File: config.mk
export PLATFORM = sky130hd
export DESIGN_NAME = version_string_compare
export DESIGN_NICKNAME = d
export VERILOG_FILES = /design/src/sv/vsc_pkg.sv /design/src/sv/vsc_track.sv /design/src/sv/vsc_order.sv /design/src/sv/version_string_compare.sv
export SDC_FILE = /design/constraint.sdc
export NUM_CORES = 1
export LEC_CHECK = 0
export ABC_CLOCK_PERIOD_IN_PS = 5780
export BUFFER_PORTS_ARGS = -buffer_cell sky130_fd_sc_hd__buf_4
export CAP_MARGIN = 20
export CORE_MARGIN = 10
export CORE_UTILIZATION = 50
export DETAILED_ROUTE_END_ITERATION = 8
export PLACE_DENSITY = 0.67
export RECOVER_POWER = 25
export SYNTH_ARGS = -nofsm -noshare
export SYNTH_HDL_FRONTEND = slang
export SYNTH_SLANG_ARGS = --single-unit
File: constraint.sdc
create_clock -name clk -period 5.78 [get_ports clk]
set_clock_uncertainty 0.15 [all_clocks]
set_input_delay 0 -clock clk [delete_from_list [all_inputs] [get_ports clk]]
set_output_delay 0 -clock clk [all_outputs]
set_load 0.02 [all_outputs]
File: src/sv/vsc_pkg.sv
// Package for the version string comparator: beat and tracker state types,
// character codes, register indexes and the delimiter rank function.
// No dependencies; every other file refers to it by scoped names.
package vsc_pkg;

  // Longest string that is counted; later bytes are dropped.
  localparam int unsigned MAX_LEN = 4096;
  localparam int unsigned CNT_W   = $clog2(MAX_LEN + 1);
  localparam int unsigned POS_W   = $clog2(MAX_LEN);
  localparam int unsigned DIFF_W  = 9;
  localparam int unsigned RAW_W   = 14;
  localparam int unsigned CFG_IDX_W = 2;

  // Character codes.
  localparam logic [7:0] CH_TILDE  = 8'h7E;
  localparam logic [7:0] CH_HYPHEN = 8'h2D;
  localparam logic [7:0] CH_CARET  = 8'h5E;
  localparam logic [7:0] CH_DOT    = 8'h2E;
  localparam logic [7:0] CH_COLON  = 8'h3A;
  localparam logic [7:0] CH_ZERO   = 8'h30;
  localparam logic [7:0] CH_NINE   = 8'h39;

  // Delimiter ranks; zero means the byte is not a delimiter.
  localparam logic [2:0] RANK_NONE   = 3'd0;
  localparam logic [2:0] RANK_TILDE  = 3'd1;
  localparam logic [2:0] RANK_HYPHEN = 3'd2;
  localparam logic [2:0] RANK_CARET  = 3'd3;
  localparam logic [2:0] RANK_DOT    = 3'd4;
  localparam logic [2:0] RANK_COLON  = 3'd5;

  // Configuration register indexes.
  typedef enum logic [CFG_IDX_W-1:0] {
    CFG_EPOCH      = 2'd0,
    CFG_DELIM_RANK = 2'd1,
    CFG_REM_SCAN   = 2'd2,
    CFG_REM_DIGIT  = 2'd3
  } cfg_idx_t;

  typedef struct packed {
    logic epoch_enable;
    logic delim_rank_enable;
    logic remainder_scan_enable;
    logic remainder_digit_rule;
  } cfg_t;

  // One input beat as held in the input register.
  typedef struct packed {
    logic [7:0] left_char;
    logic       left_present;
    logic [7:0] right_char;
    logic       right_present;
    logic       last;
  } beat_t;

  // Running comparison state of one string pair.
  typedef struct packed {
    logic [CNT_W-1:0]         left_count;
    logic [CNT_W-1:0]         right_count;
    logic signed [DIFF_W-1:0] segment_diff;
    logic                     decided;
    logic signed [DIFF_W-1:0] decided_value;
    logic                     left_colon_found;
    logic [POS_W-1:0]         left_colon_pos;
    logic                     right_colon_found;
    logic [POS_W-1:0]         right_colon_pos;
    logic [7:0]               left_prev_byte;
    logic [7:0]               right_prev_byte;
    logic [7:0]               overhang_byte;
    logic                     overhang_seen;
    logic                     length_overflow;
    logic                     pair_mismatch;
  } trk_state_t;

  function automatic logic [2:0] delim_rank(input logic [7:0] b);
    logic [2:0] r;
    unique case (b)
      CH_TILDE:  r = RANK_TILDE;
      CH_HYPHEN: r = RANK_HYPHEN;
      CH_CARET:  r = RANK_CARET;
      CH_DOT:    r = RANK_DOT;
      CH_COLON:  r = RANK_COLON;
      default:   r = RANK_NONE;
    endcase
    return r;
  endfunction

endpackage

File: src/sv/vsc_track.sv
// Tracker for the version string comparator: holds the running state and
// works out the state after the beat in the input register.
// Depends on vsc_pkg.
module vsc_track (
  input  logic                clk,
  input  logic                rst_n,
  input  logic                step,
  input  vsc_pkg::beat_t      beat,
  input  logic                delim_rank_enable,
  output vsc_pkg::trk_state_t state_nxt,
  output vsc_pkg::trk_state_t state_cur
);

  vsc_pkg::trk_state_t state_r;

  logic                             lp;
  logic                             rp;
  logic [2:0]                       ld;
  logic [2:0]                       rd;
  logic signed [vsc_pkg::DIFF_W-1:0] byte_diff;
  logic signed [vsc_pkg::DIFF_W-1:0] rank_diff;

  assign state_cur = state_r;

  // Bytes at or past the length limit are dropped.
  assign lp = beat.left_present &&
              (state_r.left_count < vsc_pkg::CNT_W'(vsc_pkg::MAX_LEN));
  assign rp = beat.right_present &&
              (state_r.right_count < vsc_pkg::CNT_W'(vsc_pkg::MAX_LEN));

  assign ld        = vsc_pkg::delim_rank(beat.left_char);
  assign rd        = vsc_pkg::delim_rank(beat.right_char);
  assign byte_diff = $signed({beat.left_char[7], beat.left_char}) -
                     $signed({beat.right_char[7], beat.right_char});
  assign rank_diff = vsc_pkg::DIFF_W'($signed({1'b0, ld}) - $signed({1'b0, rd}));

  // State after this beat.
  always_comb begin
    state_nxt = state_r;
    if ((beat.left_present && !lp) || (beat.right_present && !rp)) begin
      state_nxt.length_overflow = 1'b1;
    end
    // Aligned pair comparison.
    if (lp && rp && (state_r.left_count == state_r.right_count)) begin
      if (beat.left_char != beat.right_char) begin
        state_nxt.pair_mismatch = 1'b1;
      end
      if (!state_r.decided) begin
        priority if (ld == vsc_pkg::RANK_NONE && rd == vsc_pkg::RANK_NONE) begin
          if (state_r.segment_diff == '0) begin
            state_nxt.segment_diff = byte_diff;
          end
        end else if (ld == vsc_pkg::RANK_NONE) begin
          state_nxt.decided       = 1'b1;
          state_nxt.decided_value = vsc_pkg::DIFF_W'(1);
        end else if (rd == vsc_pkg::RANK_NONE) begin
          state_nxt.decided       = 1'b1;
          state_nxt.decided_value = -vsc_pkg::DIFF_W'(1);
        end else if (state_r.segment_diff != '0) begin
          state_nxt.decided       = 1'b1;
          state_nxt.decided_value = state_r.segment_diff;
        end else if (delim_rank_enable && (ld != rd)) begin
          state_nxt.decided       = 1'b1;
          state_nxt.decided_value = rank_diff;
        end else begin
          // Two delimiters that do not decide leave the state as it is.
        end
      end
    end
    // First lone byte of the longer string.
    if ((lp != rp) && !state_r.overhang_seen) begin
      state_nxt.overhang_seen = 1'b1;
      state_nxt.overhang_byte = lp ? beat.left_char : beat.right_char;
    end
    // Length, first colon and last byte per side.
    if (lp) begin
      if (beat.left_char == vsc_pkg::CH_COLON && !state_r.left_colon_found) begin
        state_nxt.left_colon_found = 1'b1;
        state_nxt.left_colon_pos   = state_r.left_count[vsc_pkg::POS_W-1:0];
      end
      state_nxt.left_prev_byte = beat.left_char;
      state_nxt.left_count     = state_r.left_count + 1'b1;
    end
    if (rp) begin
      if (beat.right_char == vsc_pkg::CH_COLON && !state_r.right_colon_found) begin
        state_nxt.right_colon_found = 1'b1;
        state_nxt.right_colon_pos   = state_r.right_count[vsc_pkg::POS_W-1:0];
      end
      state_nxt.right_prev_byte = beat.right_char;
      state_nxt.right_count     = state_r.right_count + 1'b1;
    end
  end

  // State register; the last beat of a pair clears it.
  always_ff @(posedge clk) begin
    if (!rst_n) begin
      state_r <= '0;
    end else if (step) begin
      state_r <= beat.last ? '0 : state_nxt;
    end
  end

endmodule

File: src/sv/vsc_order.sv
// Order resolution for the version string comparator: turns the final
// tracker state into the raw order and its clamped sign.
// Depends on vsc_pkg.
module vsc_order (
  input  vsc_pkg::trk_state_t              st,
  input  vsc_pkg::cfg_t                    cfg,
  output logic signed [vsc_pkg::RAW_W-1:0] order_raw,
  output logic signed [1:0]                order_sign
);

  logic signed [vsc_pkg::RAW_W-1:0] lendiff;
  logic signed [vsc_pkg::RAW_W-1:0] colon_offset;
  logic signed [vsc_pkg::RAW_W-1:0] seg_ext;
  logic signed [vsc_pkg::RAW_W-1:0] dec_ext;
  logic signed [vsc_pkg::RAW_W-1:0] sgn;
  logic signed [vsc_pkg::RAW_W-1:0] rem;
  logic                             left_shorter;
  logic [7:0]                       shorter_last;
  logic [7:0]                       ob;
  logic                             shorter_digit;

  assign lendiff = $signed({1'b0, st.left_count}) - $signed({1'b0, st.right_count});
  assign seg_ext = vsc_pkg::RAW_W'(st.segment_diff);
  assign dec_ext = vsc_pkg::RAW_W'(st.decided_value);
  assign left_shorter  = st.left_count < st.right_count;
  assign shorter_last  = left_shorter ? st.left_prev_byte : st.right_prev_byte;
  assign sgn           = left_shorter ? vsc_pkg::RAW_W'(1) : -vsc_pkg::RAW_W'(1);
  assign ob            = st.overhang_seen ? st.overhang_byte : 8'h00;
  assign shorter_digit = (shorter_last >= vsc_pkg::CH_ZERO) &&
                         (shorter_last <= vsc_pkg::CH_NINE);

  // Epoch difference from the first colon on each side.
  always_comb begin
    priority if (st.left_colon_found && st.right_colon_found) begin
      colon_offset = vsc_pkg::RAW_W'($signed({1'b0, st.left_colon_pos}) -
                                     $signed({1'b0, st.right_colon_pos}));
    end else if (st.left_colon_found) begin
      colon_offset = vsc_pkg::RAW_W'(1);
    end else if (st.right_colon_found) begin
      colon_offset = -vsc_pkg::RAW_W'(1);
    end else begin
      colon_offset = '0;
    end
  end

  // Order of the longer string's remainder.
  always_comb begin
    rem = lendiff;
    if (cfg.remainder_scan_enable) begin
      priority if (ob == vsc_pkg::CH_TILDE) begin
        rem = sgn;
      end else if (ob == vsc_pkg::CH_HYPHEN) begin
        rem = '0;
      end else if (ob == vsc_pkg::CH_CARET) begin
        rem = -sgn;
      end else if (st.segment_diff != '0 &&
                   (!cfg.remainder_digit_rule || !shorter_digit)) begin
        rem = seg_ext;
      end else begin
        // Otherwise the length difference decides.
      end
    end else if (st.segment_diff != '0 &&
                 vsc_pkg::delim_rank(ob) != vsc_pkg::RANK_NONE) begin
      rem = seg_ext;
    end
  end

  // Final order in order of precedence.
  always_comb begin
    priority if (st.left_count == '0 && st.right_count == '0) begin
      order_raw = '0;
    end else if (st.left_count == '0) begin
      order_raw = -vsc_pkg::RAW_W'(1);
    end else if (st.right_count == '0) begin
      order_raw = vsc_pkg::RAW_W'(1);
    end else if (!st.pair_mismatch && !st.overhang_seen &&
                 st.left_count == st.right_count) begin
      order_raw = '0;
    end else if (cfg.epoch_enable && colon_offset != '0) begin
      order_raw = colon_offset;
    end else if (st.decided) begin
      order_raw = dec_ext;
    end else if (st.left_count == st.right_count) begin
      order_raw = seg_ext;
    end else begin
      order_raw = rem;
    end
  end

  assign order_sign = order_raw[vsc_pkg::RAW_W-1] ? 2'sb11 :
                      ((order_raw != '0) ? 2'sb01 : 2'sb00);

endmodule

File: src/sv/version_string_compare.sv
// Version string comparator, top level: input register, tracker, order
// resolution and result register. Depends on vsc_pkg, vsc_track, vsc_order.
// Throughput: one character pair per cycle, limited only by result backpressure.
// The last pair waits in the input register; its result then moves into the
// result register, which presents it. A full result slot can hold the move.
// Reset (synchronous, active low) clears the configuration, the tracker state
// and both valid flags; no clearing pass is needed.
module version_string_compare (
  input  logic                                 clk,
  input  logic                                 rst_n,
  // Configuration write port
  input  logic                                 cfg_wr_en,
  input  logic [vsc_pkg::CFG_IDX_W-1:0]        cfg_index,
  input  logic                                 cfg_wdata,
  // Input channel
  input  logic                                 in_valid,
  output logic                                 in_ready,
  input  logic [7:0]                           in_left_char,
  input  logic                                 in_left_present,
  input  logic [7:0]                           in_right_char,
  input  logic                                 in_right_present,
  input  logic                                 in_last,
  // Result channel
  output logic                                 out_valid,
  input  logic                                 out_ready,
  output logic signed [vsc_pkg::RAW_W-1:0]     out_order_raw,
  output logic signed [1:0]                    out_order_sign,
  output logic                                 out_too_long
);

  vsc_pkg::cfg_t       cfg_r;
  vsc_pkg::beat_t      beat_r;
  logic                beat_valid_r;
  logic                step;
  vsc_pkg::trk_state_t state_nxt;
  vsc_pkg::trk_state_t state_cur;
  logic signed [vsc_pkg::RAW_W-1:0] order_raw;
  logic signed [1:0]   order_sign;
  logic                out_valid_r;
  logic signed [vsc_pkg::RAW_W-1:0] out_raw_r;
  logic signed [1:0]   out_sign_r;
  logic                out_too_long_r;

  // Configuration registers.
  always_ff @(posedge clk) begin
    if (!rst_n) begin
      cfg_r <= '0;
    end else if (cfg_wr_en) begin
      unique case (vsc_pkg::cfg_idx_t'(cfg_index))
        vsc_pkg::CFG_EPOCH:      cfg_r.epoch_enable          <= cfg_wdata;
        vsc_pkg::CFG_DELIM_RANK: cfg_r.delim_rank_enable     <= cfg_wdata;
        vsc_pkg::CFG_REM_SCAN:   cfg_r.remainder_scan_enable <= cfg_wdata;
        vsc_pkg::CFG_REM_DIGIT:  cfg_r.remainder_digit_rule  <= cfg_wdata;
        default: ;
      endcase
    end
  end

  // The held beat moves on unless it is a last beat facing a full result slot that is not being taken.
  assign step     = beat_valid_r && (!beat_r.last || !out_valid_r || out_ready);
  assign in_ready = !beat_valid_r || step;

  // Input register.
  always_ff @(posedge clk) begin
    if (!rst_n) begin
      beat_valid_r <= 1'b0;
    end else if (in_ready) begin
      beat_valid_r <= in_valid;
    end
  end

  always_ff @(posedge clk) begin
    if (in_valid && in_ready) begin
      beat_r.left_char     <= in_left_char;
      beat_r.left_present  <= in_left_present;
      beat_r.right_char    <= in_right_char;
      beat_r.right_present <= in_right_present;
      beat_r.last          <= in_last;
    end
  end

  vsc_track u_track (
    .clk               (clk),
    .rst_n             (rst_n),
    .step              (step),
    .beat              (beat_r),
    .delim_rank_enable (cfg_r.delim_rank_enable),
    .state_nxt         (state_nxt),
    .state_cur         (state_cur)
  );

  vsc_order u_order (
    .st         (state_nxt),
    .cfg        (cfg_r),
    .order_raw  (order_raw),
    .order_sign (order_sign)
  );

  // Result register.
  always_ff @(posedge clk) begin
    if (!rst_n) begin
      out_valid_r <= 1'b0;
    end else if (step && beat_r.last) begin
      out_valid_r <= 1'b1;
    end else if (out_ready) begin
      out_valid_r <= 1'b0;
    end
  end

  always_ff @(posedge clk) begin
    if (step && beat_r.last) begin
      out_raw_r      <= order_raw;
      out_sign_r     <= order_sign;
      out_too_long_r <= state_nxt.length_overflow;
    end
  end

  assign out_valid      = out_valid_r;
  assign out_order_raw  = out_raw_r;
  assign out_order_sign = out_sign_r;
  assign out_too_long   = out_too_long_r;

  // A new result only follows a last beat leaving the input register.
  a_result_from_last: assert property (@(posedge clk) disable iff (!rst_n)
    $rose(out_valid_r) |-> $past(step && beat_r.last))
    else $error("result beat without a last beat");

  // The tracker is cleared after a last beat.
  a_clear_after_last: assert property (@(posedge clk) disable iff (!rst_n)
    (step && beat_r.last) |=> (state_cur.left_count == '0 &&
                               state_cur.right_count == '0 &&
                               !state_cur.decided))
    else $error("tracker state not cleared after last beat");

  // Lengths never pass the saturation limit.
  a_len_limit: assert property (@(posedge clk) disable iff (!rst_n)
    (state_cur.left_count <= vsc_pkg::CNT_W'(vsc_pkg::MAX_LEN)) &&
    (state_cur.right_count <= vsc_pkg::CNT_W'(vsc_pkg::MAX_LEN)))
    else $error("string length beyond limit");

  // A held beat that cannot move blocks the input side.
  a_stall_blocks_input: assert property (@(posedge clk) disable iff (!rst_n)
    (beat_valid_r && !step) |-> !in_ready)
    else $error("input accepted while held beat stalls");

endmodule

### Word level (Yosys, flattened, before mapping)

Cells that the tools add are included.

* logic and storage cells: 168
* bits in registers: 140
* bits of input ports: 27
* output and inout port bits: 19

* $add $sub $neg: 7
* reduce and logical (&&, ||, !) cells: 55
* $lt $le $gt $ge: 5
* multiplexer cells: 49
* equal/unequal tests: 23

Operators with widths (number)
* $mux W14: 17
* $mux W98: 1
* $mux W13: 6
* $eq A8 B6 Y1 const B: 9
* $mux W10: 5
* $eq A8 B7 Y1 const B: 6
* $pmux W3 S5: 3
* $mux W8: 5
* $mux W19: 2
* $reduce_bool A14 Y1: 2
* $mux W9: 3
* $add A13 B1 Y13 const B: 2
* $eq A13 B13 Y1: 2
* $logic_not A13 Y1: 2
* $lt A13 B13 Y1 const B: 2
* $logic_and A1 B1 Y1: 22
* $reduce_bool A9 Y1: 2
* $neg A14 Y14: 1
* $sub A13 B13 Y14: 1
* $lt A13 B13 Y1: 1
* $sub A12 B12 Y13: 1
* $logic_not A1 Y1: 12
* $logic_not A9 Y1: 1
* $sub A8 B8 Y9: 1
* other kinds (16): 30

### Depth between registers and ports, before layout

* depth in word-level cells: 27
* mapped depth: 24
* mapped depth without buffers: 20

### Cells and area by module

Synthesis repeated with hierarchy kept, for this count alone.

* cells, all modules: 1331
* area total of the unflattened synthesis: 10809.1 um^2

Modules (own cells, without submodules)
* vsc_track: instances 1, area each 6150.9 um^2, cells each 758, seq. area each 1961.9 um^2
* vsc_order: instances 1, area each 3289.4 um^2, cells each 508, seq. area each 0.0 um^2
* version_string_compare: instances 1, area each 1368.8 um^2, cells each 65, seq. area each 1201.2 um^2

### Least setup slack after synthesis

No wires, ideal clock.

* path type: reg-to-reg
* start point: register beat_r[17] (netlist name)
* end point: register out_sign_r[0] (netlist: out_order_sign[0]), data pin
* data required time: 5358 ps
* stages on the path, launching flop included: 20
* clock period less this slack: 5420 ps
* setup slack: 360 ps
* arrival: 4998 ps
* buffers on the path: 1
* cell sequence: edfxtp_1 > nand4bb_1 > nor4_1 > and2_1 > buf_1 > mux2_2 > ha_1 > or4_1 > o32a_1 > o21ai_1 > or3_1 > a31oi_1 > or4_1 > o21ai_1 > a211oi_1 > a31o_2 > a32oi_1 > and4_1 > and4bb_1 > nand4_1

* word-level cells in the longest chain between the ends: 23
* elaborated cells on any way between the ends: 72

RTL lines
* start, declared: RTL line version_string_compare.sv:32 `vsc_pkg::beat_t beat_r;`
* $eq A8 B6 Y1 (tied with other cells): RTL line vsc_pkg.sv:76, vsc_track.sv:77
* $pmux W3 S5: RTL line vsc_pkg.sv:76 `unique case (b)`
* $logic_not A3 Y1: RTL line vsc_track.sv:49, vsc_track.sv:53
* $logic_and A1 B1 Y1: RTL line vsc_track.sv:49 `priority if (ld == vsc_pkg::RANK_NONE && rd == vsc_pkg::RANK_NONE) begin`
* $mux W9: RTL line vsc_track.sv:49
* $mux W19: RTL line vsc_track.sv:48 `if (!state_r.decided) begin`
* $mux W19: RTL line vsc_track.sv:44 `if (lp && rp && (state_r.left_count == state_r.right_count)) begin`
* $reduce_bool A9 Y1: RTL line vsc_order.sv:56, vsc_order.sv:62
* (+7 left out)
* $mux W14: RTL line vsc_order.sv:81 `end else if (st.decided) begin`
* $mux W14: RTL line vsc_order.sv:79 `end else if (cfg.epoch_enable && colon_offset != '0) begin`
* $mux W14 (*): RTL line vsc_order.sv:76 `end else if (!st.pair_mismatch && !st.overhang_seen &&`
* $mux W14 (*): RTL line vsc_order.sv:74 `end else if (st.right_count == '0) begin`
* $mux W14 (*): RTL line vsc_order.sv:72 `end else if (st.left_count == '0) begin`
* $mux W14 (*): RTL line vsc_order.sv:70 `priority if (st.left_count == '0 && st.right_count == '0) begin`
* $reduce_bool A14 Y1: RTL line vsc_order.sv:91 `((order_raw != '0) ? 2'sb01 : 2'sb00);`
* $mux W1: RTL line vsc_order.sv:91
* end signal, assigned: RTL line version_string_compare.sv:113 `out_sign_r <= order_sign;`
* end, declared: RTL line version_string_compare.sv:41 `logic signed [1:0] out_sign_r;`

Mark *: on every way between the ends. The rest lies on a longest branch, timed or not. The select of a mux whose other input is x is not followed.
A chain may end at the register's enable or synchronous reset.

### Final worst setup path

* start point: register beat_r[16] (netlist name)
* end point: register out_sign_r[0] (netlist: out_order_sign[0]), data pin

Same word-level chain as after synthesis.

==> flow_summary.yaml <==
floorplanning:
  die_area_um2: 27700
  die_height_um: 166
  die_x_um: 166
  num_rows: 53
  io_pins: 46
  initial_core_util_pct: 50.9
  core_um2: 21100
placed_design:
  io_buffer_count: 45
  dp_hpwl_um: 25800
  routabilityCongestion: 0.971
global_route:
  gr-usage-all-layers_pct: 24.7
  grt_max_degree: 96
  grt_overflow_total: 0
  grt_pass1_wl_um: 56200
  grt_pass1_vias: 10100
  antenna_found_initial: 0
synth:
  netlist_instances: 1301
  synth_area_um2: 10700
  synth_edf_count: 36
  syn-num-nets: 1368
  syn_avg_cell_area_um2: 8.25
  seq_area_frac_synth_pct: 29.1
  synth_top_area_share_pct: 19.0
  synth_cell_type_count: 105
  synth_flop_cell: "dfxtp_1"
  yosys_warnings: 0
  ys_ff_latch: 138
  netlist.top_cell.by_area: "dfxtp_1"
  async_flop_share_pct: 0
  ys_top_cells_by_area: "dfxtp_1 19%, edfxtp_1 10%, nand2_1 4.4%, nor2b_1 4.3%, ha_1 4.2%"
setup_path:
  required_ns: 5.80
  crit_fanout: 12
  critPathLaunchType: "flip-flop"
  crit_arrival_ns: 5.55
  timing_worst_setup_path_type: "flip-flop to flip-flop"
  critPathCaptureType: "flip-flop"
clocking:
  clock_latency_ns: 0.44
  cts_max_level: 4
  root_buffer: "clkbuf_16"
  clk_path_buf_depth: 2
  cts.sinks: 138
  cts_tree: "done"
  clkTransAtPathRegs_ns: 0.07
  numCtsBuffers: 17
sta:
  finalSetupTns_ns: 0
  maxSlewHeadroom_pct: 27.1
  setup_viol: 0
  finalHoldViolations: 0
  period_share_pct: 95.7
  period_needed_ns: 5.53
  slew_violations: 0
  fin_hold_ws_ns: 0.0534
  fmax_ghz: 0.181
  worst_pin_slew_ns: 1.08
outcome:
  outcome: "finished clean"
power:
  peakVddDrop_mv: 0.196
  p_leak_nw: 4.65
  p_per_area_nw_per_um2: 214
route:
  first_iter_violations: 1070
  vias: 10600
  detail_route.wl_per_cell_um: 21.5
  ant_nets: 0
  firstDrtPassIters: 6
  drc: 0
  routed_wl_um: 35400
  drt-vias-per-instance: 6.40
layout:
  fin_nets: 1429
  diodes: 0
  fillCellCount: 1956
  multi_input_area_um2: 7180
  final-seq-area_um2: 3120
  area_growth_pct: 14.8
  layout-drive-gt1-share_pct: 12.9
flow_run:
  maxCapViolCount: 0
hold_path:
  hold_path_class: "input pin to flip-flop"
layout make-up:
class / instances / area share, %
clock buffer: 17 / 3.45
tap: 275 / 2.79
timing repair buffer: 121 / 7.40
sequential: 138 / 25.4
multi-input combinational: 1043 / 58.3
inverter: 41 / 1.25
clock inverter: 15 / 1.47
cell usage in the layout (no fill, tap or decap), types with 10 or more instances in the layout:
master	count
nand2_1	126
dfxtp_1	102
a21oi_1	81
o21ai_0	73
nor2b_1	72
nor2_1	66
buf_4	50
a22oi_1	44
and2_1	43
inv_1	40
xnor2_1	38
ha_1	36
edfxtp_1	36
nor3_1	35
nand3_1	33
dlygate4sd3_1	29
nand4_1	26
mux2i_1	26
clkbuf_1	22
clkbuf_4	19
nand2b_1	17
xor2_1	17
clkbuf_16	17
mux2_2	14
nor4_1	13
a31oi_1	13
and3_1	12
a211oi_1	12
o31ai_1	10
or2_2	10
or3_1	10
o221ai_1	10
synthesized netlist by cell type (all sizes together) (13+ instances only):
cell type / number
edfxtp: 36
mux2: 14
xor2: 19
xnor2: 41
nand2b: 19
clkbuf: 48
a31oi: 15
ha: 36
nor2b: 74
dfxtp: 102
nor3: 38
nor4: 19
o21ai: 81
buf: 31
a211oi: 13
nand4: 26
nand3: 36
o31ai: 13
inv: 40
nor2: 67
nand2: 127
mux2i: 28
or2: 14
a22oi: 44
a21oi: 82
and2: 43
cells by family (layout without fill, tap and decap cells):
group	count (synthesis)	after routing	share of synthesized area [%]
and+or+nand+nor	536	536	28.2
AOI/OAI and AO/OA	364	364	23.3
DFF	138	138	29.1
buffers and inverters	120	194	4.89
xor gates and xnor gates	60	60	5.35
muxes	42	42	4.12
adders and majority gates	41	41	5.04
metrics by stage:
stage	cell area, um^2	setup slack, ns	utilization (%)	cells	power (W)
after global routing	12300	-0.0152	58.4	1650	0.00272
after floorplan	10700	0.360	-	1301	0.00133
after detailed placement	11400	0.222	54.1	1586	0.00147
after global placement	11400	0.287	54.1	1586	0.00146
final	12300	0.249	58.4	1650	0.00263
after CTS	12300	0.171	58.3	1647	0.00263
worst paths after layout:
| path | slack (ns) | to | from | depth (start not counted) |
|---|---|---|---|---|
| max reg2reg | 0.25 | out_order_sign[0]$_SDFFCE_PP1P_ | beat_r[16]$_DFFE_PP_ | 19 |
| max | 0.25 | out_order_sign[0]$_SDFFCE_PP1P_ | beat_r[16]$_DFFE_PP_ | 19 |
| min reg2reg | 0.32 | u_track.state_cur[1]$_SDFFE_PN0P_ | u_track.state_cur[1]$_SDFFE_PN0P_ | 2 |
| min | 0.05 | u_track.state_cur[69]$_SDFFE_PN0P_ | rst_n | 2 |
layer usage:
| layer | GRT usage, % | routed length [um] | vias up | share of wire (%) |
|---|---|---|---|---|
| met4 | 8.86 | 1120 | 0 | 3.2 |
| met5 | 0 | 0 | - | 0 |
| met2 | 41.7 | 16900 | 440 | 48 |
| li1 | - | - | 4946 | - |
| met1 | 31.2 | 15000 | 5098 | 42 |
| met3 | 4.07 | 2360 | 82 | 6.7 |
report_power, final:
part	internal, W	total [W]	switching (W)
clock network	0.000655	0.00116	0.000509
logic	0.000171	0.000439	0.000268
registers	0.00101	0.00103	0.0000171
total	0.00184	0.00263	0.000795
critical path, stage by stage, from the launching register on:
cell,delay (ns)
edfxtp_1,0.52
nand4bb_4,0.18
nor4_4,0.31
and2_1,0.23
buf_4,0.25
mux2_2,0.38
ha_1,0.27
or4_1,0.53
o32a_1,0.18
o21ai_1,0.14
or3_1,0.17
a31oi_1,0.10
or4_1,0.58
o21ai_1,0.22
a211oi_1,0.09
a31o_2,0.24
a32oi_1,0.19
and4_1,0.23
and4bb_1,0.20
nand4_1,0.08
what timing repair did:
item / in CTS / in global routing
setup endpoints to repair: 0 / 3
gates resized for setup: 0 / 11
buffers inserted: 0 / 3
hold buffers: 29 / 0
endpoints found under the hold margin: 26 / 0
state kept, by name, summed over array words and instances (netlist names):
signal,count
out_too_long,1
out_valid,1
cfg_r,4
u_track.state_cur,96
beat_r,19
out_order_sign,2
out_order_raw,14
beat_valid_r,1
Power figures use the tool's default switching activity.
